<file path="src/sv/assert_macros.svh">
// Assertion helpers shared by the console RTL.
`ifndef ASSERT_MACROS_SVH
`define ASSERT_MACROS_SVH

// Check a property at every rising edge outside reset.
`define ASSERT_CLK(label, clk, rst_n, prop, msg) \
    label: assert property (@(posedge clk) disable iff (!rst_n) prop) else $error(msg);

// Check that a condition never holds outside reset.
`define ASSERT_NEVER(label, clk, rst_n, cond, msg) \
    label: assert property (@(posedge clk) disable iff (!rst_n) !(cond)) else $error(msg);

`endif

</file>
<file path="src/sv/tcw_pkg.sv">
`timescale 1ns / 1ps
package tcw_pkg;

    localparam int COLUMNS = 80;
    localparam int ROWS    = 25;

    localparam int RW     = $clog2(ROWS);
    localparam int CW     = $clog2(COLUMNS);
    localparam int CELLS  = ROWS * COLUMNS;
    localparam int AW     = $clog2(CELLS);
    // compare width: holds COLUMNS, ROWS and any row/col input value plus one
    localparam int CMP_W  = 9;
    localparam int QDEPTH = 2;
    localparam int QPW    = $clog2(QDEPTH);
    localparam int QCW    = $clog2(QDEPTH + 1);

    localparam logic [7:0]  BLANK_CHAR   = 8'h20;
    localparam logic [7:0]  BLANK_ATTR   = 8'h0F;
    localparam logic [7:0]  NEWLINE_CHAR = 8'h0A;
    localparam logic [15:0] BLANK_CELL   = {BLANK_ATTR, BLANK_CHAR};

    typedef enum logic [1:0] {
        OP_PUT   = 2'd0,
        OP_CLEAR = 2'd1,
        OP_READ  = 2'd2,
        OP_NONE  = 2'd3
    } t_op;

    typedef enum logic [1:0] {
        BK_IDLE,
        BK_EXEC,
        BK_FILL,
        BK_READ
    } t_back_state;

    // One classified item, as the front hands it to the back.
    typedef struct packed {
        logic          do_write;
        logic          do_read;
        logic          rd_zero;
        logic          clr_all;
        logic          inv_row;
        logic [RW-1:0] inv_phys;
        logic [RW-1:0] phys_row;
        logic [CW-1:0] col;
        logic [15:0]   data;
        logic [4:0]    cur_row;
        logic [6:0]    cur_col;
        logic          scrolled;
    } t_cmd;

    typedef struct packed {
        logic [4:0] cursor_row;
        logic [6:0] cursor_col;
        logic [7:0] cell_char;
        logic [7:0] cell_attr;
        logic       scrolled;
    } t_result;

    function automatic logic [AW-1:0] cell_addr(input logic [RW-1:0] prow,
                                                input logic [CW-1:0] pcol);
        return AW'(prow) * AW'(COLUMNS) + AW'(pcol);
    endfunction

endpackage

</file>
<file path="src/sv/tcw_front.sv">
`timescale 1ns / 1ps
module tcw_front (
    input  logic          i_clk,
    input  logic          i_rst_n,
    input  logic          i_push,
    input  logic          i_fifo_full,
    input  logic [1:0]    i_op,
    input  logic [7:0]    i_ch,
    input  logic [3:0]    i_fg,
    input  logic [3:0]    i_bg,
    input  logic [4:0]    i_row,
    input  logic [6:0]    i_col,
    output logic          o_cmd_push,
    output tcw_pkg::t_cmd o_cmd
);
    import tcw_pkg::*;

    logic [RW-1:0]    r_row, n_row;
    logic [CW-1:0]    r_col, n_col;
    logic [RW-1:0]    r_base, n_base;
    logic [CMP_W-1:0] row_x, col_x, rd_sum, cur_sum, rcol_x;
    t_cmd             cmd;

    assign o_cmd_push = i_push && !i_fifo_full;
    assign o_cmd      = cmd;

    always_comb begin
        cmd    = '0;
        n_base = r_base;
        row_x  = CMP_W'(r_row);
        col_x  = CMP_W'(r_col);
        rcol_x = CMP_W'(i_col);
        // map logical rows onto the rotating physical rows
        rd_sum = CMP_W'(r_base) + CMP_W'(i_row);
        if (rd_sum >= CMP_W'(ROWS)) begin
            rd_sum = rd_sum - CMP_W'(ROWS);
        end
        cur_sum = CMP_W'(r_base) + CMP_W'(r_row);
        if (cur_sum >= CMP_W'(ROWS)) begin
            cur_sum = cur_sum - CMP_W'(ROWS);
        end
        case (t_op'(i_op))
            OP_PUT: begin
                if (i_ch == NEWLINE_CHAR) begin
                    col_x = '0;
                    row_x = row_x + 1'b1;
                end else begin
                    cmd.do_write = 1'b1;
                    cmd.phys_row = cur_sum[RW-1:0];
                    cmd.col      = r_col;
                    cmd.data     = {i_bg, i_fg, i_ch};
                    col_x        = col_x + 1'b1;
                end
                if (col_x >= CMP_W'(COLUMNS)) begin
                    col_x = '0;
                    row_x = row_x + 1'b1;
                end
                // scroll: the old top row becomes the new bottom row
                if (row_x >= CMP_W'(ROWS)) begin
                    row_x        = CMP_W'(ROWS - 1);
                    col_x        = '0;
                    cmd.inv_row  = 1'b1;
                    cmd.inv_phys = r_base;
                    cmd.scrolled = 1'b1;
                    n_base       = (r_base == RW'(ROWS - 1)) ? '0 : r_base + 1'b1;
                end
            end
            OP_CLEAR: begin
                cmd.clr_all = 1'b1;
                row_x       = '0;
                col_x       = '0;
            end
            OP_READ: begin
                cmd.do_read  = 1'b1;
                cmd.rd_zero  = (CMP_W'(i_row) >= CMP_W'(ROWS)) ||
                               (rcol_x >= CMP_W'(COLUMNS));
                cmd.phys_row = rd_sum[RW-1:0];
                cmd.col      = rcol_x[CW-1:0];
            end
            default: begin
            end
        endcase
        n_row       = row_x[RW-1:0];
        n_col       = col_x[CW-1:0];
        cmd.cur_row = row_x[4:0];
        cmd.cur_col = col_x[6:0];
    end

    always_ff @(posedge i_clk) begin
        if (!i_rst_n) begin
            r_row  <= '0;
            r_col  <= '0;
            r_base <= '0;
        end else if (o_cmd_push) begin
            r_row  <= n_row;
            r_col  <= n_col;
            r_base <= n_base;
        end
    end

endmodule

</file>
<file path="config.mk">
export PLATFORM = sky130hd
export DESIGN_NAME = tcw_front
export DESIGN_NICKNAME = d
export VERILOG_FILES = /design/src/sv/assert_macros.svh /design/src/sv/tcw_pkg.sv /design/src/sv/tcw_front.sv
export SDC_FILE = /design/constraint.sdc
export NUM_CORES = 1
export LEC_CHECK = 0
export BUFFER_PORTS_ARGS = -buffer_cell sky130_fd_sc_hd__buf_2
export CAP_MARGIN = 10
export CORE_UTILIZATION = 51
export DETAILED_ROUTE_END_ITERATION = 12
export PLACE_DENSITY_LB_ADDON = 0.3
export SLEW_MARGIN = 5
export SYNTH_ARGS = -nofsm -noshare
export SYNTH_HDL_FRONTEND = slang
export SYNTH_SLANG_ARGS = --single-unit
</file>
<file path="constraint.sdc">
create_clock -name i_clk -period 3.67 [get_ports i_clk]
set_clock_uncertainty 0.15 [all_clocks]
set_input_delay 0 -clock i_clk [delete_from_list [all_inputs] [get_ports i_clk]]
set_output_delay 0 -clock i_clk [all_outputs]
set_load 0.1 [all_outputs]
</file>
# After elaboration in Yosys (flattened, before gate mapping)
# Cells that the tools add are included.
totals:
  ff_bits: 17
  inputBits: 34
  word_cells: 51
classes:
  n_addsub: 8
  order_cmp: 6
  eq_ne: 4
  n_mux: 25
  n_reduce_logical: 5
ops:
  columns: ["operator", "n"]
  rows:
  - ["9-bit 2-to-1 mux", 4]
  - ["28-bit 2-to-1 mux", 1]
  - ["12-bit case mux with 2 select lines", 1]
  - ["5-bit 2-to-1 mux", 4]
  - ["6-bit 2-to-1 mux", 3]
  - ["16-bit 2-to-1 mux", 1]
  - ["7-bit 2-to-1 mux", 2]
  - ["7-bit case mux with 2 select lines", 1]
  - ["5-bit by 5-bit adder with 6-bit output", 2]
  - ["6-bit by 5-bit greater-or-equal comparator with 1-bit output, second input constant", 2]
  - ["5-bit case mux with 2 select lines", 1]
  - ["5-bit subtractor, second input constant", 2]
  - ["9-bit by 1-bit adder with 9-bit output, second input constant", 1]
  - ["9-bit by 5-bit greater-or-equal comparator with 1-bit output, second input constant", 1]
  - ["9-bit by 7-bit greater-or-equal comparator with 1-bit output, second input constant", 1]
  - ["7-bit by 1-bit adder with 8-bit output, second input constant", 1]
  - ["8-bit by 4-bit equality test with 1-bit output, second input constant", 1]
  - ["8-bit 2-to-1 mux", 1]
  - ["7-bit greater-or-equal comparator, second input constant", 1]
  - ["5-bit by 1-bit adder with 6-bit output, second input constant", 1]
  - ["5-bit by 1-bit adder with 5-bit output, second input constant", 1]
  - ["5-bit equality test, second input constant", 1]
  - ["5-bit greater-or-equal comparator, second input constant", 1]
  - ["1-bit 2-to-1 mux", 5]
  - ["other kinds (8)", 8]

# Logic depth before layout (Yosys ltp)
# Gate-level depths: netlist of the first run.
depth:
  ltp_word: 9
  mapped_depth: 14
  mapped_depth_nobuf: 13

# Worst setup path before layout of the first run
# OpenSTA, ideal clock, no wires.
synth_path:
  path_kind: "input to output"
  start: "in i_ch[6]"
  end: "out o_cmd[43] (netlist bit)"
  arrival_time_ns: 4.813
  required_time_ns: 3.520
  slack_ns: -1.293
  stages: 14
  path_cell_list: "or4_1 or2_0 clkbuf_1 clkbuf_1 xnor2_1 ha_1 xnor2_1 and3_1 a2bb2oi_1 o221ai_1 a211o_1 buf_2 nor2_1 and2_1"
synth_lines:
  columns: ["item", "line_no", "source"]
  rows:
  - ["start, declared", "tcw_front.sv:8", "input logic [7:0] i_ch,"]
  - ["end, declared", "tcw_front.sv:14", "output tcw_pkg::t_cmd o_cmd"]

==> impl_results.md, run 1 <==
- Max Slew Vio Count: 0
- Placed Instances: around 450
- Data required, critical path: between 3 and 4 ns
- Fillers: between 300 and 400
- Hold Slack: approximately 0.038 ns
- EDFF count, synth: 0
- Total CTS buffers: 3
- Setup repair after global routing missed its margin: yes
- Core outline area: around 4400 um2
- Slowest cell delay on critical path: 0.54 ns
- Worst VDD drop: between 100 and 150 uV
- CP endpoint kind: primary output
- Status: finished clean
- Post-CTS Repair Setup Buffers: 0
- PortBufs: 85
- Register area: around 350 um2
- Crit path arrival time: about 3.4 ns
- Reg clk slew, reported paths: roughly 0.080 ns
- Leakage: about 1.4 nW
- Post-Route WL: 7020 um
- PwrDens: roughly 180 nW/um2
- CP cell instances: ha_2 -> a21bo_1 -> or4b_4 -> a21o_1 -> o221a_1 -> and2_1 -> a211o_4 -> buf_4 -> nor2_4 -> and2_1 -> buf_12
- Via count: 2807
- Critical path startpoint: r_col[1]$_SDFFE_PN0P_
- Iter 0 DRT Violations: between 400 and 500
- Die height: 69.5 um
- Row cnt: 24
- Max_cap viols: 0
- R2R Path Start: r_col[1]$_SDFFE_PN0P_
- Largest net degree at the start of global routing: 25
- Num ports: 86
- Fraction of registers with async set/reset: 0%
- Die Footprint: roughly 4800 um2
- Synth Register Bits: 17
- Worst slew pin tran: a little over 0.5 ns
- GRT overflow: 0
- H-tree levels: 1
- Initial antenna violation count: 0
- Starting Density: 53.3%
- Clock net sink count: 17
- Crit path launch type: flop
- Fin. Hold Viols: 0
- All-Layer GR Usage: between 20% and 30%
- Post-synth top flop: dfxtp_1
- First-pass GRT wire length: 11600 um
- Final Core Density: between 70 and 80%
- Die X: approximately 69 um
- Post-Synthesis Cell Area: between 2000 and 2500 um2
- Hold_sp: i_rst_n
- Post-synth net total: 381
- CP Max Fanout: 8
- Final setup fails: 0
- Clock root cell: clkbuf_8
- Fin crit period: 3.56 ns
- WL per Instance: between 15 and 20 um
- Vias in the first global route: about 2.6k
- First-pass DRT Iterations: 5
- Multi-input logic area: 1980 um2
- Layout area overhead: 38.4%
- CTS Buffer Depth: 2
- Post-route ant nets: 0
- Layout cells sized above 1: 32.0%
- Synth warnings: 0
- Path type of the worst setup path: flop to primary output
- Fmax: approximately 280 MHz
- Diodes inserted: 0
- Cell repeated most along the worst path: and2_1
- Gp weighted congestion: 0.967
- Final nets: ~460
- Yosys cell types: 60
- Hold Crit Class: input pin to flop
- Period utilisation layout: between 90 and 100%
- Syn Inst Count: approximately 330
- Syn Area/Cell: between 7 and 8 um2
- Vias per cell: 6.17
- DP HPWL: between 5000 and 6000 um
- Worst rel slew slack: about 66%
- Post-layout instance count excluding filler cells: approximately 460
- Final routed DRC violation total: 0
- Sequential share of the synthesized area: between 10% and 20%
- Clock latency at the later pin of the worst-skew pair: 0.26 ns
- CP max-delay cell: or4b_4
- CTS tree: yes
[timing repair]
| action | 4_1_cts | 5_1_grt |
|---|---|---|
| resized for setup | 2 | 11 |
| pin swaps | 0 | 0 |
| setup endpoints to repair | 5 | 17 |
| hold endpoints to repair | 0 | 0 |
| hold buffers | 0 | 0 |
[report_power, final]
group | total (W) | internal [W] | leakage [nW] | switching [W]
Sequential | 0.000186 | 0.000185 | 0.138 | 0.00000147
Clock | 0.000147 | 0.0000772 | 0.0228 | 0.0000698
Combinational | 0.000250 | 0.0000556 | 1.26 | 0.000194
[cell families after synthesis]
| logic type | synth area share [%] |
|---|---|
| compound gates | 27.2 |
| mux | 1.78 |
| simple gates | 32.6 |
| flops | 14.7 |
| fa+ha+maj | 12.0 |
| buf+inv | 5.77 |
| xor+xnor | 6.04 |
[sequential cells by signal, indices dropped and copies added, names as in the netlist]
signal	count
r_base	5
r_col	7
r_row	5
[worst max-delay path, delay by kind of cell (launching register included)]
| kind | cells | cell delay, ns |
|---|---|---|
| buf+inv | 2 | 0.36 |
| flops | 1 | 0.39 |
| fa+ha+maj | 1 | 0.21 |
| simple gates | 4 | 1.11 |
| compound gates | 4 | 1.06 |
[routing by layer]
metal	track usage, %	vias up	part of all wire [%]
li1	-	1348	-
met1	38.3	1323	44
met2	49.0	122	49
met3	4.80	14	6.1
met4	6.12	0	1.0
met5	0	-	0
[path summary, 6_finish.rpt]
check                           endpoint  slack [ns]  depth (start not counted)
hold reg to reg    r_row[1]$_SDFFE_PN0P_        0.39                          2
setup reg to reg  r_base[4]$_SDFFE_PN0P_        0.41                          9
setup / recovery               o_cmd[43]        0.11                         11
hold / removal     r_row[1]$_SDFFE_PN0P_        0.04                          2
[cell type report]
class | count | area share (%)
multi-input cells | 276 | 61.6
clock buffers | 4 | 1.40
inverters | 14 | 1.64
repair buffers | 92 | 22.6
flip-flops and latches | 17 | 10.8
well taps | 52 | 2.03
[synthesized netlist by cell type, types with 4 or more instances]
library cell  instances  area, um2
a22o_1               10       87.6
and3_1               14       87.6
o22ai_1               4       25.0
xnor2_1              13        114
inv_1                12       45.0
a21boi_0              9       67.6
nor3_1                6       30.0
ha_1                 19        238
clkbuf_1             12       45.0
nor2b_1               7       43.8
a21o_1                4       30.0
nor2_1               23       86.3
a31oi_1               8       50.1
nand3_1              14       70.1
nand2_1              40        150
dfxtp_1              17        340
a21oi_1              14       70.1
buf_2                 5       25.0
o211ai_1              5       37.5
nand4_1               4       25.0
or2_2                 5       31.3
and2_1               12       75.1
o21ai_0              17       85.1
[stage by stage]
step	area, um2	TNS, ns	setup slack [ns]	power, W
floorplan	2430	-1.69	-0.406	0.000385
global route	3210	-0.0196	-0.0154	0.000603
detailed placement	3130	0	0.180	0.000438
CTS	3180	0	0.0743	0.000579
global placement	3130	0	0.288	0.000435
finish	3210	0	0.111	0.000583
[placed cells by master, fill, tap and decap left out, types with 12 or more instances in the layout]
cell type / synthesis / layout
ha_1: 19 / 18
o21ai_0: 17 / 12
and3_1: 14 / 14
buf_2: 5 / 66
nand3_1: 14 / 14
buf_12: 0 / 16
a21oi_1: 14 / 14
inv_1: 12 / 12
nor2_1: 23 / 22
xnor2_1: 13 / 13
dfxtp_1: 17 / 15
nand2_1: 40 / 39
(Power assumes the default switching activity.)
==> inputs of run 2 (changes only) <==
--- a/config.mk
+++ b/config.mk
@@ -5,11 +5,13 @@
 export SDC_FILE = /design/constraint.sdc
 export NUM_CORES = 1
 export LEC_CHECK = 0
+export ABC_AREA = 1
 export BUFFER_PORTS_ARGS = -buffer_cell sky130_fd_sc_hd__buf_2
 export CAP_MARGIN = 10
-export CORE_UTILIZATION = 51
+export CORE_UTILIZATION = 52
 export DETAILED_ROUTE_END_ITERATION = 12
 export PLACE_DENSITY_LB_ADDON = 0.3
+export SETUP_SLACK_MARGIN = 0.4
 export SLEW_MARGIN = 5
 export SYNTH_ARGS = -nofsm -noshare
 export SYNTH_HDL_FRONTEND = slang
==> run 2 against run 1 <==
Effect of this change:
- critical endpoint is now o_cmd[37]
- sequential cell count unchanged
- sequential share of layout area increased by 0.52 points
- first-iteration DRC count decreased by 73%
- synthesized area up 7.5%
- worst setup slack better by 0.47 ns
- fmax grew 15%
- register-to-register slack improved by 0.74 ns
- largest cell class unchanged
- routed wire length fell by 8.2%
- critical path type unchanged
- design area decreased by 6.0%
- the flow now finishes with violations (DRC)
- sequential power rose by 9.7%
==> impl_results.md, run 2 <==
- Diodes inserted: 0
- Vias in the first global route: 2563
- Layout area overhead: 21.0%
- CTS tree: yes
- WP buf/inv: 2
- Synth top area cells: nand2_1 (17%), dfxtp_1 (14%), inv_1 (11%), ha_1 (9.5%), nor2_1 (6.8%)
- Final setup fails: 0
- Placed instance area: 2940 um2
- CP cell instances: ha_1 -> fa_1 -> a21oi_1 -> o21ai_0 -> xnor2_1 -> a31oi_1 -> nand2_1 -> nand2_1 -> inv_1 -> nand2_1 -> o21ai_0 -> o32ai_2 -> buf_2
- Multi-input logic area: roughly 1800 um2
- CTS Buffer Depth: 2
- Post-Route WL: about 6400 um
- GR Util met2: between 40% and 50%
- First-pass DRT Iterations: 9
- Flip-flop count of the largest register after layout: 7
- Worst rel slew slack: 42.3%
- Max_cap viols: 0
- Slowest cell delay on critical path: 0.47 ns
- Reg clk slew, reported paths: ~0.080 ns
- Post-Synthesis Cell Area: around 2500 um2
- Reg with most FFs: r_col
- Post-synth top flop: dfxtp_1
- Largest net degree at the start of global routing: 23
- Setup TNS: 0 ns
- Status: complete, but fails checks
- Failing checks: DRC
- Iter 0 DRT Violations: 110
- Total CTS buffers: 3
- Post-route ant nets: 0
- GRT Max-Usage Layer: met2
- Data required, critical path: around 3.5 ns
- Via count: around 2.9k
- Synth top cells by count: nand2_1 (114), inv_1 (70), nor2_1 (45)
- R2R Path Start: r_col[0]$_SDFFE_PN0P_
- Met3 Use GR: 1.55%
- CP max-delay cell: buf_2
- Hold Crit Class: input pin to flop
- Final routed DRC violation total: 6
- Synth Register Bits: 17
- Gp weighted congestion: between 0.8 and 0.9
- CP endpoint kind: primary output
- Die Footprint: ~5000 um2
- Clock net sink count: 17
- All-Layer GR Usage: between 20% and 30%
- GRT overflow: 0
- Post-synth net total: approximately 480
- Top-count cell post-synth: nand2_1
- Die height: between 70 and 80 um
- Hold Crit Depth: 5
- Hold Crit Endpoint: r_col[6]$_SDFFE_PN0P_
- Cell repeated most along the worst path: nand2_1
- Setup repair after global routing missed its margin: yes
- Fin crit period: a little over 3 ns
- Vias per cell: a little over 5
- Clock root cell: clkbuf_8
- Clock latency at the later pin of the worst-skew pair: between 0.2 and 0.3 ns
- PortBufs: 85
- Crit path arrival time: just under 3 ns
- Period utilisation layout: a little over four fifths
- Worst reg2reg path depth: 18
- Fin. Hold Viols: 0
- Synth warnings: 0
- Num ports: 86
- Register area: between 300 and 400 um2
- DP HPWL: 5060 um
- Initial antenna violation count: 0
- Fillers: about 440
- Top delay family on crit path: adder cells
- Most frequent cells in the layout: nand2_1 (114), buf_2 (77), inv_1 (70)
- Fmax: about 320 MHz
- Leakage: between 1.5 and 2 nW
- Final nets: 562
- Hold_sp: i_fifo_full
- Worst slew pin tran: 0.865 ns
- Max Slew Vio Count: 0
- H-tree levels: 1
- Syn Inst Count: 428
- Hold Slack: around 0.066 ns
- First-pass GRT wire length: ~11000 um
- Yosys cell types: 37
- EDFF count, synth: 0
- WL per Instance: between 10 and 15 um
- Path type of the worst setup path: flop to primary output
- Sequential share of the synthesized area: ~14%
- PwrDens: about 250 nW/um2
- Reg-to-reg slack, setup: approximately 1.2 ns
- Crit path launch type: flop
- Most common cell after layout, fill and taps aside: nand2_1
- Fraction of registers with async set/reset: 0%
- Core outline area: 4470 um2
- Die X: 71.3 um
- Layout cells sized above 1: a little over a quarter
- Area leader, netlist: nand2_1
- Syn Area/Cell: a little under 6 um2
- Starting Density: a little under three fifths
- Worst VDD drop: around 260 uV
- CP Max Fanout: 7
- Final instance area: 3020 um2
- Post-CTS Repair Setup Buffers: 0
- Final worst setup slack: 0.582 ns
- M1 GR Usage: about 33%
- Worst slack, placed: about 0.70 ns
- Top Registers: r_col: 7 flops, r_base: 5 flops, r_row: 5 flops
- Reg-to-Reg End: r_base[3]$_SDFFE_PN0P_
- Post-synth top area share: between 15 and 20%
- Row cnt: 24
==> run 2: how the worst max path moves through the flow <==
stage	startpoint	endpoint	cells past startpoint
6_report	r_base[0]$_SDFFE_PN0P_	o_cmd[37]	13
5_1_grt	r_col[0]$_SDFFE_PN0P_	o_cmd[46]	18
4_1_cts	r_row[0]$_SDFFE_PN0P_	o_cmd[39]	11
3_5_place_dp	i_ch[0]	o_cmd[42]	20
3_3_place_gp	i_ch[7]	o_cmd[44]	20
2_1_floorplan	r_base[0]$_SDFFE_PN0P_	o_cmd[39]	9
==> run 2: layout make-up <==
type | instances | share of cell area, %
clock buffer | 3 | 1.37
clock inverter | 1 | 0.166
sequential | 17 | 11.3
tap | 52 | 2.15
timing repair buffer | 87 | 15.3
inverter | 72 | 8.99
multi-input combinational | 326 | 60.7
==> run 2: through the flow <==
stage	utilization [%]	instances	total power, W
floorplan	-	428	0.000528
global placement	65.8	553	0.000595
detailed placement	65.8	553	0.000600
CTS	67.1	558	0.000754
global route	67.5	558	0.000790
finish	67.5	558	0.000754
==> run 2: what timing repair did <==
| item | in CTS | in global routing |
|---|---|---|
| resized for setup | 0 | 10 |
| setup endpoints to repair | 0 | 10 |
| hold buffers | 1 | 0 |
| endpoints found under the hold margin | 2 | 0 |
==> run 2: routing by layer <==
| metal | wire [um] | share of wire, % | vias up |
|---|---|---|---|
| met5 | 0 | 0 | - |
| met4 | 114 | 1.8 | 0 |
| met3 | 342 | 5.3 | 12 |
| met2 | 3100 | 48 | 100 |
| met1 | 2880 | 45 | 1275 |
| li1 | - | - | 1506 |
==> run 2: cell families (layout without fill, tap and decap cells) <==
| family | Yosys count | in the layout | synth area share [%] |
|---|---|---|---|
| buffers and inverters | 85 | 163 | 14.0 |
| XOR/XNOR | 12 | 12 | 4.21 |
| adder cells (fa/ha/maj) | 21 | 21 | 11.1 |
| flip-flops | 17 | 17 | 13.6 |
| AND/OR/NAND/NOR | 230 | 230 | 43.2 |
| AO/OA/AOI/OAI | 63 | 63 | 13.8 |
==> run 2: power by group <==
group / internal [W] / switching [W]
clock: 0.0000759 / 0.0000776
sequential: 0.000193 / 0.0000114
combinational: 0.0000816 / 0.000314
total: 0.000350 / 0.000403
==> run 2: worst reg2reg max path, stage by stage (launching register included) <==
cell and delay, ns:
dfxtp_1 0.42, ha_1 0.21, nand2_1 0.09, o21ai_0 0.17, nand2_1 0.06, inv_1 0.07
nand2_1 0.06, nand2_2 0.10, nand2_4 0.08, nand2_8 0.10, nand2_1 0.06, nand2_1 0.05
nand2_1 0.07, nor2_2 0.10, nand2_2 0.17, nand2_4 0.17, nand3_4 0.10, nand2_1 0.10
a21oi_1 0.06
