$ cat src/sv/assert_macros.svh
// Assertion helpers shared by the console RTL.
`ifndef ASSERT_MACROS_SVH
`define ASSERT_MACROS_SVH

// Check a property at every rising edge outside reset.
`define ASSERT_CLK(label, clk, rst_n, prop, msg) \
    label: assert property (@(posedge clk) disable iff (!rst_n) prop) else $error(msg);

// Check that a condition never holds outside reset.
`define ASSERT_NEVER(label, clk, rst_n, cond, msg) \
    label: assert property (@(posedge clk) disable iff (!rst_n) !(cond)) else $error(msg);

`endif

$ cat src/sv/tcw_pkg.sv
`timescale 1ns / 1ps
package tcw_pkg;

    localparam int COLUMNS = 80;
    localparam int ROWS    = 25;

    localparam int RW     = $clog2(ROWS);
    localparam int CW     = $clog2(COLUMNS);
    localparam int CELLS  = ROWS * COLUMNS;
    localparam int AW     = $clog2(CELLS);
    // compare width: holds COLUMNS, ROWS and any row/col input value plus one
    localparam int CMP_W  = 9;
    localparam int QDEPTH = 2;
    localparam int QPW    = $clog2(QDEPTH);
    localparam int QCW    = $clog2(QDEPTH + 1);

    localparam logic [7:0]  BLANK_CHAR   = 8'h20;
    localparam logic [7:0]  BLANK_ATTR   = 8'h0F;
    localparam logic [7:0]  NEWLINE_CHAR = 8'h0A;
    localparam logic [15:0] BLANK_CELL   = {BLANK_ATTR, BLANK_CHAR};

    typedef enum logic [1:0] {
        OP_PUT   = 2'd0,
        OP_CLEAR = 2'd1,
        OP_READ  = 2'd2,
        OP_NONE  = 2'd3
    } t_op;

    typedef enum logic [1:0] {
        BK_IDLE,
        BK_EXEC,
        BK_FILL,
        BK_READ
    } t_back_state;

    // One classified item, as the front hands it to the back.
    typedef struct packed {
        logic          do_write;
        logic          do_read;
        logic          rd_zero;
        logic          clr_all;
        logic          inv_row;
        logic [RW-1:0] inv_phys;
        logic [RW-1:0] phys_row;
        logic [CW-1:0] col;
        logic [15:0]   data;
        logic [4:0]    cur_row;
        logic [6:0]    cur_col;
        logic          scrolled;
    } t_cmd;

    typedef struct packed {
        logic [4:0] cursor_row;
        logic [6:0] cursor_col;
        logic [7:0] cell_char;
        logic [7:0] cell_attr;
        logic       scrolled;
    } t_result;

    function automatic logic [AW-1:0] cell_addr(input logic [RW-1:0] prow,
                                                input logic [CW-1:0] pcol);
        return AW'(prow) * AW'(COLUMNS) + AW'(pcol);
    endfunction

endpackage

$ cat src/sv/tcw_cmd_fifo.sv
`timescale 1ns / 1ps
`include "assert_macros.svh"
module tcw_cmd_fifo (
    input  logic          i_clk,
    input  logic          i_rst_n,
    input  logic          i_push,
    input  tcw_pkg::t_cmd i_data,
    output logic          o_full,
    input  logic          i_pop,
    output tcw_pkg::t_cmd o_data,
    output logic          o_empty
);
    import tcw_pkg::*;

    t_cmd           r_mem [QDEPTH];
    logic [QPW-1:0] r_wptr, r_rptr;
    logic [QCW-1:0] r_count;

    assign o_full  = (r_count == QCW'(QDEPTH));
    assign o_empty = (r_count == '0);
    assign o_data  = r_mem[r_rptr];

    always_ff @(posedge i_clk) begin
        if (i_push) begin
            r_mem[r_wptr] <= i_data;
        end
    end

    always_ff @(posedge i_clk) begin
        if (!i_rst_n) begin
            r_wptr  <= '0;
            r_rptr  <= '0;
            r_count <= '0;
        end else begin
            if (i_push) begin
                r_wptr <= r_wptr + 1'b1;
            end
            if (i_pop) begin
                r_rptr <= r_rptr + 1'b1;
            end
            if (i_push && !i_pop) begin
                r_count <= r_count + 1'b1;
            end else if (i_pop && !i_push) begin
                r_count <= r_count - 1'b1;
            end
        end
    end

    `ASSERT_NEVER(a_push_full, i_clk, i_rst_n, i_push && o_full, "push into full queue")
    `ASSERT_NEVER(a_pop_empty, i_clk, i_rst_n, i_pop && o_empty, "pop from empty queue")
    `ASSERT_CLK(a_count_hold, i_clk, i_rst_n, (i_push == i_pop) |=> $stable(r_count), "count moved")

endmodule

$ cat config.mk
export PLATFORM = sky130hd
export DESIGN_NAME = tcw_cmd_fifo
export DESIGN_NICKNAME = d
export VERILOG_FILES = /design/src/sv/tcw_pkg.sv /design/src/sv/tcw_cmd_fifo.sv
export VERILOG_INCLUDE_DIRS = /design/src /design/src/sv
export SDC_FILE = /design/constraint.sdc
export NUM_CORES = 1
export LEC_CHECK = 0
export CORE_UTILIZATION = 50
export CTS_BUF_LIST = sky130_fd_sc_hd__clkbuf_4 sky130_fd_sc_hd__clkbuf_8
export DETAILED_ROUTE_END_ITERATION = 8
export DONT_BUFFER_PORTS = 1
export RECOVER_POWER = 25
export SYNTH_ARGS = -nofsm -noshare
export SYNTH_HDL_FRONTEND = slang
export SYNTH_SLANG_ARGS = --single-unit
$ cat constraint.sdc
create_clock -name i_clk -period 4.2 [get_ports i_clk]
set_input_delay 0.42 -clock i_clk [delete_from_list [all_inputs] [get_ports i_clk]]
set_output_delay 0.42 -clock i_clk [all_outputs]
set_load 0.01 [all_outputs]
# Word level (Yosys, flattened, before mapping)

Memories as Yosys holds them, arrays and structs flattened. A register that Yosys moved wholly into a read port is not among the register bits.
Index checks and enable logic that the tools add are counted.

Register bits: 4
Bits in latches: 0
Memory bits (writable): 102
Memory bits (read-only): 0
Bits of input ports: 55
Output and inout port bits: 53
Logic and storage cells: 21
Memories kept: 1

Add/subtract/negate cells: 4
Multiply operators: 0
Divide/modulo/power cells: 0
Magnitude comparators: 0
Equal/unequal tests: 1
Shift operators: 0
Multiplexer cells: 6
Bitwise gates (word level): 0
Reductions and logical operators: 6

Memories:

| name  | depth | width | rd ports | clocked after memory_dff | wr ports | RTL line           | text |
|---|---|---|---|---|---|---|---|
| r_mem | 2     | 51    | 1        | 1                        | 1        | tcw_cmd_fifo.sv:15 | `t_cmd r_mem [QDEPTH];` |

Operators with widths:

| kind                                              | number |
|---|---|
| two-way mux 1 bit                                 | 4 |
| two-way mux 2 bit                                 | 2 |
| adder 1 bit (second input constant)               | 2 |
| adder 2 x 1 -> 2 bit (second input constant)      | 1 |
| == test 2 bit (second input constant)             | 1 |
| logical AND 1 bit                                 | 2 |
| zero test 1 bit                                   | 2 |
| zero test 2 bit                                   | 1 |
| nonzero test 2 bit                                | 1 |
| subtractor 2 x 1 -> 2 bit (second input constant) | 1 |

# Longest topological paths before layout

Gate-level depths: netlist of the first run.

Word-level depth: 4
Depth in mapped cells: 5
Depth with buffers taken out: 5

# Worst setup path before layout of the first run

No wires, ideal clock.

Path kind: input port to flip-flop
Start: in i_push
End: mem r_mem[0][0] in the netlist's numbering, enable pin
Setup time: 0.467 ns
Arrival: 2.710 ns
Required time: 3.733 ns
Setup slack: 1.023 ns
Cell stages on the path: 1
Path buffers: 0
Cell sequence: nor2b_1

Cells in the longest elaborated chain, start to end: 2

Ends and longest elaborated chain:

| item                                    | RTL line           | text |
|---|---|---|
| start: declaration                      | tcw_cmd_fifo.sv:6  | `input logic i_push,` |
| two-way mux 1 bit                       | tcw_cmd_fifo.sv:24 | `if (i_push) begin` |
| two-way mux 1 bit (not written as such) | tcw_cmd_fifo.sv:25 | `r_mem[r_wptr] <= i_data;` |
| end: declaration                        | tcw_cmd_fifo.sv:15 |  |

Every way passes these cells.

==> metrics.md, run 1 <==
| Metric | Value |
|---|---|
| Vias | `1578` |
| Dpl cell area | `4000 sq um` |
| Setup TNS | `0 ps` |
| CP max stage delay | `1110 ps` |
| Final worst-path cycle share | `0.561` |
| Total of max-cap violations | `0` |
| Clock Skew | `just over 10 ps` |
| Largest family of logic cells by synthesized area | `multiplexers` |
| Initial Util | `0.526` |
| Clock latency on the worst-skew pair | `around 350 ps` |
| Clk sink count | `107` |
| Final GP Congestion | `0.711` |
| Total track usage | `0.146` |
| Clk root buf | `clkbuf_8` |
| WP data arrival | `1940 ps` |
| Register area share after synthesis | `0.812` |
| Critical path required time | `roughly 3800 ps` |
| Power Dens Cells | `470 nW/um^2` |
| Max Slew Vio Count | `0` |
| CP Cell Sequence | `mux2_2` |
| Core Region | `7410 sq um` |
| Main synth FF type | `edfxtp_1` |
| Status | `finished, final reports clean` |
| CTS tree | `built` |
| H-tree lvl count | `3` |
| Synth Area in XOR/XNOR | `0.00675` |
| Routed Antenna Nets | `0` |
| Yosys reg bits | `107` |
| Largest delay share family, worst path | `flip-flops` |
| Kind of launch point of the worst setup path | `flop` |
| Synth Net Count | `approximately 240` |
| DIE AREA | `8140 sq um` |
| Total CTS buffers | `9` |
| Routed WL | `5590 microns` |
| Initial antenna violation count | `0` |
| Final WS setup | `1840 ps` |
| DR pass1 iterations | `4` |
| Post-CTS Setup Bufs | `0` |
| Mean Syn Cell Area | `21.5 sq um` |
| Most frequent cell after synthesis | `edfxtp_1` |
| CP Capture Type | `output port` |
| Port bufs | `0` |
| DR vias/cell | `5.42` |
| Mux share of post-synthesis cell area | `0.147` |
| # IOs | `108` |
| Drt initial violations | `82` |
| Worst-path maximum fanout | `51` |
| RSZ-0062 raised after global routing | `no` |
| Post-synth top area share | `0.787` |
| Setup CP Type | `reg2out` |
| Max-Slew Margin vs Limit | `0.182` |
| Clk slew on worst S/H paths | `100 ps` |
| Crit path buf inv count | `0` |
| # resized after CTS | `0` |
| Synth area leaders | `edfxtp_1 (79%), mux2_2 (15%), dfxtp_1 (2.6%)` |
| Mapped cell area | `3890 sq um` |
| CP max-delay cell | `dfxtp_2` |
| Number of global-route vias before repair | `1686` |
| Core Rows | `31` |
| Routed length per instance | `19.2 microns` |
| Post-Synthesis Cells | `181` |
| Post-synthesis simple-gate area fraction | `0.0145` |
| Post-synthesis compound-gate area fraction | `0.00514` |
| CTS max path bufs | `2` |
| Setup-failing EPs final | `0` |
| Synth async-reset ratio | `0` |
| Area Growth Syn to Fin | `7.29%` |
| Fin nets | `243` |
| Ant diodes | `0` |
| # DRC | `0` |
| Cell variety after synth | `17` |
| Min-Delay Path Class | `in2reg` |
| Largest net degree at the start of global routing | `52` |
| Power, Total | `1.96 mW` |
| Layout cells sized above 1 | `0.375` |
| Tightest Pin Transition | `~1200 ps` |
| Die X | `90.2 microns` |
| Post-synth EDFFs | `102` |
| VDD IR max | `between 0.0002 and 0.00025 V` |
| DIE HEIGHT | `90.2 microns` |
| Cell accounting for the most synthesized area | `edfxtp_1` |
| Post-CTS Hold Buffers | `0` |
| First-pass GRT wire length | `8730 microns` |
| Synth Warn # | `0` |
| Post-route cell area | `4180 sq um` |
| Final Hold Viols | `0` |
| Pre-CTS setup slack | `2160 ps` |
| Adder-cell share of the synthesized area | `0.00321` |
| Static Leakage | `around 1.4 nW` |
| Congestion Overflow GR | `0` |
| Synth top cells by count | `edfxtp_1 (102), mux2_2 (51), dfxtp_1 (5), and2_1 (4)` |
| Max Clk Rate | `around 420 MHz` |
| Shortest period the worst path allows | `around 2400 ps` |
-- metal layers --
layer  wire length [microns]  vias up  part of all wire  global-route usage
li1                        -      715                 -                   -
met1                    1970      774              0.35               0.143
met2                    2890       75              0.52               0.244
met3                     568       14              0.10              0.0761
met4                     160        0             0.029              0.0833
met5                       0        -                 0                   0
-- cell families (layout without fill, tap and decap cells) --
logic type,count (synthesis),in the layout
AO/OA/AOI/OAI,3,3
adder cells (fa/ha/maj),1,1
multiplexers,51,51
AND/OR/NAND/NOR,9,9
XOR/XNOR,3,3
flip-flops,107,107
buffers and inverters,7,18
-- layout by cell type (no fill, tap or decap), drive strengths merged --
cell and n:
o21a 1, mux2 51, dfxtp 5, nor2 1, and2b 1, or3 1
clkbuf 10, buf 1, xnor2 1, xor2 2, inv 4, o21ai 1
edfxtp 102, nor2b 2, and2 4, ha 1, clkinv 3, a21boi 1
-- flip-flops by register name, summed over array words and instances, names as in the netlist, named ones only --
register  count
r_wptr        1
r_rptr        1
r_mem       102
r_count       2
-- path summary, 6_finish.rpt --
path | slack (ps) | start | cells past startpoint | end
hold reg to reg | 520 | r_count[1] | 2 | r_count[1]
hold / removal | 150 | i_data[14] | 0 | r_mem[1][14]
setup / recovery | 1840 | flop | 1 | o_data[32]
setup reg to reg | 2400 | r_wptr | 1 | r_mem[1][50]
-- power by group --
group          total [mW]  leakage (nW)  internal [mW]  switching (mW)
Combinational       0.142         0.259         0.0647          0.0773
Sequential           1.26         0.999           1.23          0.0325
Clock               0.559        0.0950          0.230           0.329
Total                1.96          1.35           1.53           0.439
-- through the flow --
stage | instances | hold slack, ps | util
floorplan | 181 | 466 | -
global placement | 275 | 478 | 0.540
detailed placement | 275 | 494 | 0.540
CTS | 291 | 137 | 0.564
global route | 291 | 121 | 0.564
finish | 291 | 154 | 0.564
-- final cells by class --
class                           instances  area (sq um)
Inverter                                1          3.75
Multi-Input combinational cell         67           698
Fill cell                             596          3230
Clock inverter                          6          48.8
Clock buffer                           10           131
Tap cell                               99           124
Sequential cell                       107          3160
Timing Repair Buffer                    1          7.51
Note: power is estimated with default switching activity, not from simulation.
==> inputs of run 2 (changes only) <==
--- a/config.mk
+++ b/config.mk
@@ -10,6 +10,7 @@
 export CTS_BUF_LIST = sky130_fd_sc_hd__clkbuf_4 sky130_fd_sc_hd__clkbuf_8
 export DETAILED_ROUTE_END_ITERATION = 8
 export DONT_BUFFER_PORTS = 1
+export PLACE_DENSITY = 0.68
 export RECOVER_POWER = 25
 export SYNTH_ARGS = -nofsm -noshare
 export SYNTH_HDL_FRONTEND = slang
==> constraint.sdc (replaced) <==
create_clock -name i_clk -period 2.05 [get_ports i_clk]
set_input_delay 0.205 -clock i_clk [delete_from_list [all_inputs] [get_ports i_clk]]
set_output_delay 0.205 -clock i_clk [all_outputs]
set_load 0.01 [all_outputs]
==> metrics.md, run 2 (synthesized netlist as in run 1, its figures left out) <==
| Metric | Value |
|---|---|
| CTS max path bufs | `2 (unchanged)` |
| Routed Antenna Nets | `0 (unchanged)` |
| # DRC | `0 (unchanged)` |
| Congestion Overflow GR | `0 (unchanged)` |
| Fillers | `539 (-9.6%)` |
| Clk root buf | `clkbuf_8` |
| Setup CP Type | `reg2out` |
| Core Region | `7410 sq um (unchanged)` |
| Vias | `1811 (+15%)` |
| RSZ-0062 raised after global routing | `no` |
| Sw Ratio | `0.211 (-0.0122)` |
| VDD IR max | `0.000511 V (+110%)` |
| Max Clk Rate | `approximately 600 MHz` |
| Status | `finished, final reports clean` |
| Setup TNS | `0 ps (unchanged)` |
| CP Capture Type | `output port` |
| CP Depth | `2 (+1)` |
| Final worst-path cycle share | `0.814` |
| Sequential power share | `0.606 (-0.037)` |
| Kind of launch point of the worst setup path | `flop` |
| Layout cells sized above 1 | `0.306 (-0.0685)` |
| Post-CTS Hold Buffers | `52 (+52)` |
| Crit path buf inv count | `1 (+1)` |
| Tightest Pin Transition | `425 ps (-802 ps)` |
| Final GP Congestion | `0.730 (+2.6%)` |
| Largest net degree at the start of global routing | `31 (-40%)` |
| Total CTS buffers | `9 (unchanged)` |
| Pre-CTS setup slack | `747 ps (-1410 ps)` |
| Max Slew Vio Count | `0 (unchanged)` |
| Die X | `90.2 microns (unchanged)` |
| Clk slew on worst S/H paths | `90 ps (about the same)` |
| Clock Skew | `4.70 ps (-5.56 ps)` |
| Final WS setup | `381 ps (-1460 ps)` |
| Comb pwr share | `0.104 (+0.032)` |
| CP max-delay cell | `mux2_2` |
| Final Hold Viols | `0 (unchanged)` |
| Min-Delay Path Class | `in2reg` |
| Static Leakage | `1.60 nW (+18%)` |
| Internal Pwr Total | `3.32 mW (+120%)` |
| Critical path required time | `1850 ps (-1930 ps)` |
| Largest delay share family, worst path | `multiplexers` |
| DIE AREA | `8140 sq um (unchanged)` |
| Total of max-cap violations | `0 (unchanged)` |
| Dpl cell area | `4040 sq um (+0.94%)` |
| CTS tree | `built` |
| CP max stage delay | `430 ps (-680 ps)` |
| Power Dens Cells | `888 nW/um^2 (+89%)` |
| Most flop-heavy register | `r_mem` |
| Total track usage | `0.170 (+0.0240)` |
| Commonest non-fill, non-tap cells in the layout | `edfxtp_1 (102), dlygate4sd3_1 (52), mux2_2 (51), clkbuf_8 (9), buf_4 (6)` |
| WP data arrival | `1460 ps (-480 ps)` |
| Post-route cell area | `4740 sq um (+14%)` |
| DIE HEIGHT | `90.2 microns (unchanged)` |
| Clk sink count | `107 (unchanged)` |
| P_sw | `889 uW (+100%)` |
| Drt initial violations | `77 (-6.1%)` |
| Number of flip-flops in the largest register | `102 (unchanged)` |
| Shortest period the worst path allows | `1670 ps` |
| Setup-failing EPs final | `0 (unchanged)` |
| Routed length per instance | `18.5 microns (-3.7%)` |
| Number of global-route vias before repair | `2045 (+21%)` |
| Hold Crit Depth | `2 (+2)` |
| Clock latency on the worst-skew pair | `350 ps (about the same)` |
| First-pass GRT wire length | `10200 microns (+17%)` |
| # resized after CTS | `0 (unchanged)` |
| H-tree lvl count | `3 (unchanged)` |
| Port bufs | `0 (unchanged)` |
| Commonest non-fill, non-tap cell in the layout | `edfxtp_1` |
| Post-DP HPWL | `4180 microns` |
| Initial Util | `0.526 (unchanged)` |
| Worst-path maximum fanout | `30 (-41%)` |
| Routed WL | `6420 microns (+15%)` |
| Clock Power Share | `0.290 (+0.005)` |
| Max-Slew Margin vs Limit | `0.716 (+0.535)` |
| DR vias/cell | `5.22 (-3.8%)` |
| Post-CTS Setup Bufs | `0 (unchanged)` |
| Worst R2R Path Depth | `2 (+1)` |
| Initial antenna violation count | `0 (unchanged)` |
| Largest registers | `r_mem: 102 flops, r_count: 2 flops` |
| DR pass1 iterations | `6 (+2)` |
| Ant diodes | `0 (unchanged)` |
| Core Rows | `31 (unchanged)` |
| Area Growth Syn to Fin | `21.8%` |
| Fin nets | `300 (+23%)` |
| CP Cell Sequence | `buf_4 -> mux2_2` |
| # IOs | `108 (unchanged)` |
==> run 2: final timing paths <==
kind / startpoint / end / slack, ps
min: i_push / r_wptr / 80
max reg2reg: r_wptr / r_mem[1][14] / 740
max: flop / o_data[20] / 380
min reg2reg: r_count[1] / r_count[1] / 540
==> run 2: through the flow <==
step / utilization / total power, mW / hold WS (ps) / instances
after detailed placement: 0.545 / 2.95 / 304 / 280
after global placement: 0.545 / 2.93 / 304 / 280
after CTS: 0.640 / 4.25 / 56.4 / 347
after global routing: 0.640 / 4.37 / 55.3 / 347
after floorplan: - / 2.88 / 304 / 181
final: 0.640 / 4.21 / 77.7 / 347
==> run 2: layout make-up <==
cell class | count | area, sq um | area share
clock buffers | 12 | 146 | 0.0309
clock inverters | 3 | 40.0 | 0.00844
inverters | 1 | 3.75 | 0.000792
multi-input cells | 67 | 698 | 0.147
flip-flops and latches | 107 | 3160 | 0.667
well taps | 99 | 124 | 0.0261
repair buffers | 58 | 566 | 0.119
==> run 2: routing by layer <==
| layer | part of all wire | wire (microns) | GRT usage | vias to the layer above |
|---|---|---|---|---|
| li1 | - | - | - | 826 |
| met1 | 0.37 | 2390 | 0.178 | 883 |
| met5 | 0 | 0 | 0 | - |
| met2 | 0.52 | 3350 | 0.297 | 89 |
| met3 | 0.088 | 564 | 0.0753 | 13 |
| met4 | 0.017 | 112 | 0.0672 | 0 |
==> run 2: power groups by stage <==
stage,sequential (mW),combinational [mW],clock (mW)
after floorplan,2.59,0.292,0
after global placement,2.60,0.333,0
after detailed placement,2.60,0.344,0
after CTS,2.55,0.442,1.25
after global routing,2.56,0.468,1.34
final,2.55,0.437,1.22
==> inputs of run 3 (changes only) <==
==> constraint.sdc (replaced) <==
create_clock -name i_clk -period 1.3 [get_ports i_clk]
set_input_delay 0.13 -clock i_clk [delete_from_list [all_inputs] [get_ports i_clk]]
set_output_delay 0.13 -clock i_clk [all_outputs]
set_load 0.01 [all_outputs]
==> metrics.md, run 3 (synthesized netlist as in run 1, its figures left out) <==
| Metric | Value |
|---|---|
| Status | `finished, violations left` |
| Failing checks | `setup timing` |
| CP Cell Sequence | `buf_12 -> mux2_2` |
| Most flop-heavy register | `r_mem` |
| Congestion Overflow GR | `0 (unchanged)` |
| CTS tree | `built` |
| Clk sink count | `107 (unchanged)` |
| Area Growth Syn to Fin | `27.3%` |
| Worst-path maximum fanout | `28 (-6.7%)` |
| First-pass GRT wire length | `9730 microns (-4.9%)` |
| VDD IR max | `0.00106 V (+110%)` |
| Routed WL | `6380 microns (-0.55%)` |
| Tightest Pin Transition | `236 ps (-190 ps)` |
| Largest net degree at the start of global routing | `29 (-6.5%)` |
| Routed Antenna Nets | `0 (unchanged)` |
| Post-DP HPWL | `3880 microns (-7.2%)` |
| Min-Delay Path Class | `in2reg` |
| Clock Skew | `3.56 ps (-1.14 ps)` |
| Final worst-path cycle share | `1.12` |
| Static Leakage | `1.73 nW (+8.1%)` |
| Max Clk Rate | `687 MHz` |
| Final GP Congestion | `0.723 (-0.88%)` |
| Ant diodes | `0 (unchanged)` |
| Largest delay share family, worst path | `multiplexers` |
| Max-Slew Margin vs Limit | `0.842 (+0.126)` |
| Core Region | `7410 sq um (unchanged)` |
| R2R Path End | `r_mem[1][35]` |
| Total CTS buffers | `9 (unchanged)` |
| Setup TNS | `-6290 ps (-6290 ps)` |
| Clk slew on worst S/H paths | `90 ps (about the same)` |
| Core Rows | `31 (unchanged)` |
| Largest registers | `r_mem: 102 flops, r_count: 2 flops` |
| Routed length per instance | `18.3 microns (-1.1%)` |
| Post-CTS Setup Bufs | `0 (unchanged)` |
| Crit path buf inv count | `1 (unchanged)` |
| Final Hold Viols | `0 (unchanged)` |
| Setup-failing EPs final | `51 (+51)` |
| Total of max-cap violations | `0 (unchanged)` |
| # DRC | `0 (unchanged)` |
| Multi-input logic area | `796 sq um (+14%)` |
| WP data arrival | `1330 ps (-130 ps)` |
| Drt initial violations | `64 (-17%)` |
| CP Depth | `2 (unchanged)` |
| Final cell count without fillers | `349 (+0.58%)` |
| Fin nets | `302 (+0.67%)` |
| Initial antenna violation count | `0 (unchanged)` |
| Max Slew Vio Count | `0 (unchanged)` |
| Number of flip-flops in the largest register | `102 (unchanged)` |
| Vias | `1827 (+0.88%)` |
| Clock latency on the worst-skew pair | `340 ps (about the same)` |
| Kind of launch point of the worst setup path | `flop` |
| Power Dens Cells | `1390 nW/um^2 (+56%)` |
| # IOs | `108 (unchanged)` |
| CTS max path bufs | `2 (unchanged)` |
| Number of global-route vias before repair | `1946 (-4.8%)` |
| Clk root buf | `clkbuf_8` |
| Critical path required time | `1170 ps (-680 ps)` |
| Shortest period the worst path allows | `1460 ps` |
| DR pass1 iterations | `4 (-2)` |
| Port bufs | `0 (unchanged)` |
| CP max-delay cell | `mux2_2` |
| Setup CP Type | `reg2out` |
| Power, Total | `6.87 mW (+63%)` |
| DIE HEIGHT | `90.2 microns (unchanged)` |
| H-tree lvl count | `3 (unchanged)` |
| DIE AREA | `8140 sq um (unchanged)` |
| Layout cells sized above 1 | `0.304 (-0.00245)` |
| Worst R2R Path Depth | `2 (unchanged)` |
| CP max stage delay | `400 ps (-30 ps)` |
| Die X | `90.2 microns (unchanged)` |
| Setup crit end | `o_data[43]` |
| Commonest non-fill, non-tap cells in the layout | `edfxtp_1 (102), dlygate4sd3_1 (54), mux2_4 (26), mux2_2 (25), clkbuf_8 (9)` |
| Initial Util | `0.526 (unchanged)` |
| Worst R2R Setup Slack | `230 ps (-510 ps)` |
| Fillers | `492 (-8.7%)` |
| Post-Place Cells | `280 (unchanged)` |
| Total track usage | `0.163 (-0.00645)` |
| Commonest non-fill, non-tap cell in the layout | `edfxtp_1` |
| DR vias/cell | `5.23 (+0.31%)` |
| RSZ-0062 raised after global routing | `yes` |
| RR Startpoint | `r_wptr` |
| Final WS setup | `-156 ps (-537 ps)` |
| CP Capture Type | `output port` |
| Register area | `3170 sq um (+0.12%)` |
## run 3: changes by cell type in the layout (fill, tap and decap cells not counted), sizes merged
cell	delta
clkbuf	-3
dlygate4sd3	+2
bufinv	+1
clkinv	+1
clkinvlp	+1
## run 3: layout make-up
type | instances | share of cell area
flip-flops and latches | 107 | 0.639
multi-input cells | 67 | 0.161
repair buffers | 60 | 0.133
clock buffers | 9 | 0.0250
well taps | 99 | 0.0250
clock inverters | 6 | 0.0164
inverters | 1 | 0.000757
## run 3: routing by layer
metal | global-route usage | up-vias | routed length [microns]
met5 | 0 | - | 0
li1 | - | 832 | -
met2 | 0.306 | 81 | 3540
met1 | 0.161 | 905 | 2320
met4 | 0.0497 | 0 | 80
met3 | 0.0694 | 9 | 437
## run 3: worst register-to-register path, delay by kind of cell, from the launching register on
family	cells	cell delay [ps]
DFF	1	360
and+or+nand+nor	1	210
buffers and inverters	1	200
## run 3: through the flow
step                      instance area [sq um]  worst slack [ps]  hold slack [ps]   util
after global placement                     4110               221              229  0.555
after global routing                       4960              -213              158  0.669
final                                      4960              -156              151  0.669
after floorplan                            3900              -212              229      -
after detailed placement                   4110               198              229  0.555
after CTS                                  4910              -175             4.78  0.663
## run 3: power by group
| part | internal, mW | switching, mW | total (mW) |
|---|---|---|---|
| Clock | 1.06 | 0.985 | 2.05 |
| Sequential | 3.97 | 0.0589 | 4.03 |
| Combinational | 0.416 | 0.382 | 0.798 |
## run 3: worst min-delay path by stage
stage / cells after the start / start / slack (ps) / end
global route: 3 / i_push / 160 / r_count[1]
global placement: 0 / i_data[20] / 230 / r_mem[0][20]
CTS: 2 / i_pop / 5 / flop
finish: 3 / i_push / 150 / r_count[1]
detailed placement: 0 / i_data[30] / 230 / r_mem[1][30]
floorplan: 0 / i_data[0] / 230 / r_mem[0][0]
## run 3: repair_timing
item,CTS,global route
setup endpoints to repair,51,51
hold buffers,53,1
resized for setup,17,10
endpoints found under the hold margin,107,1
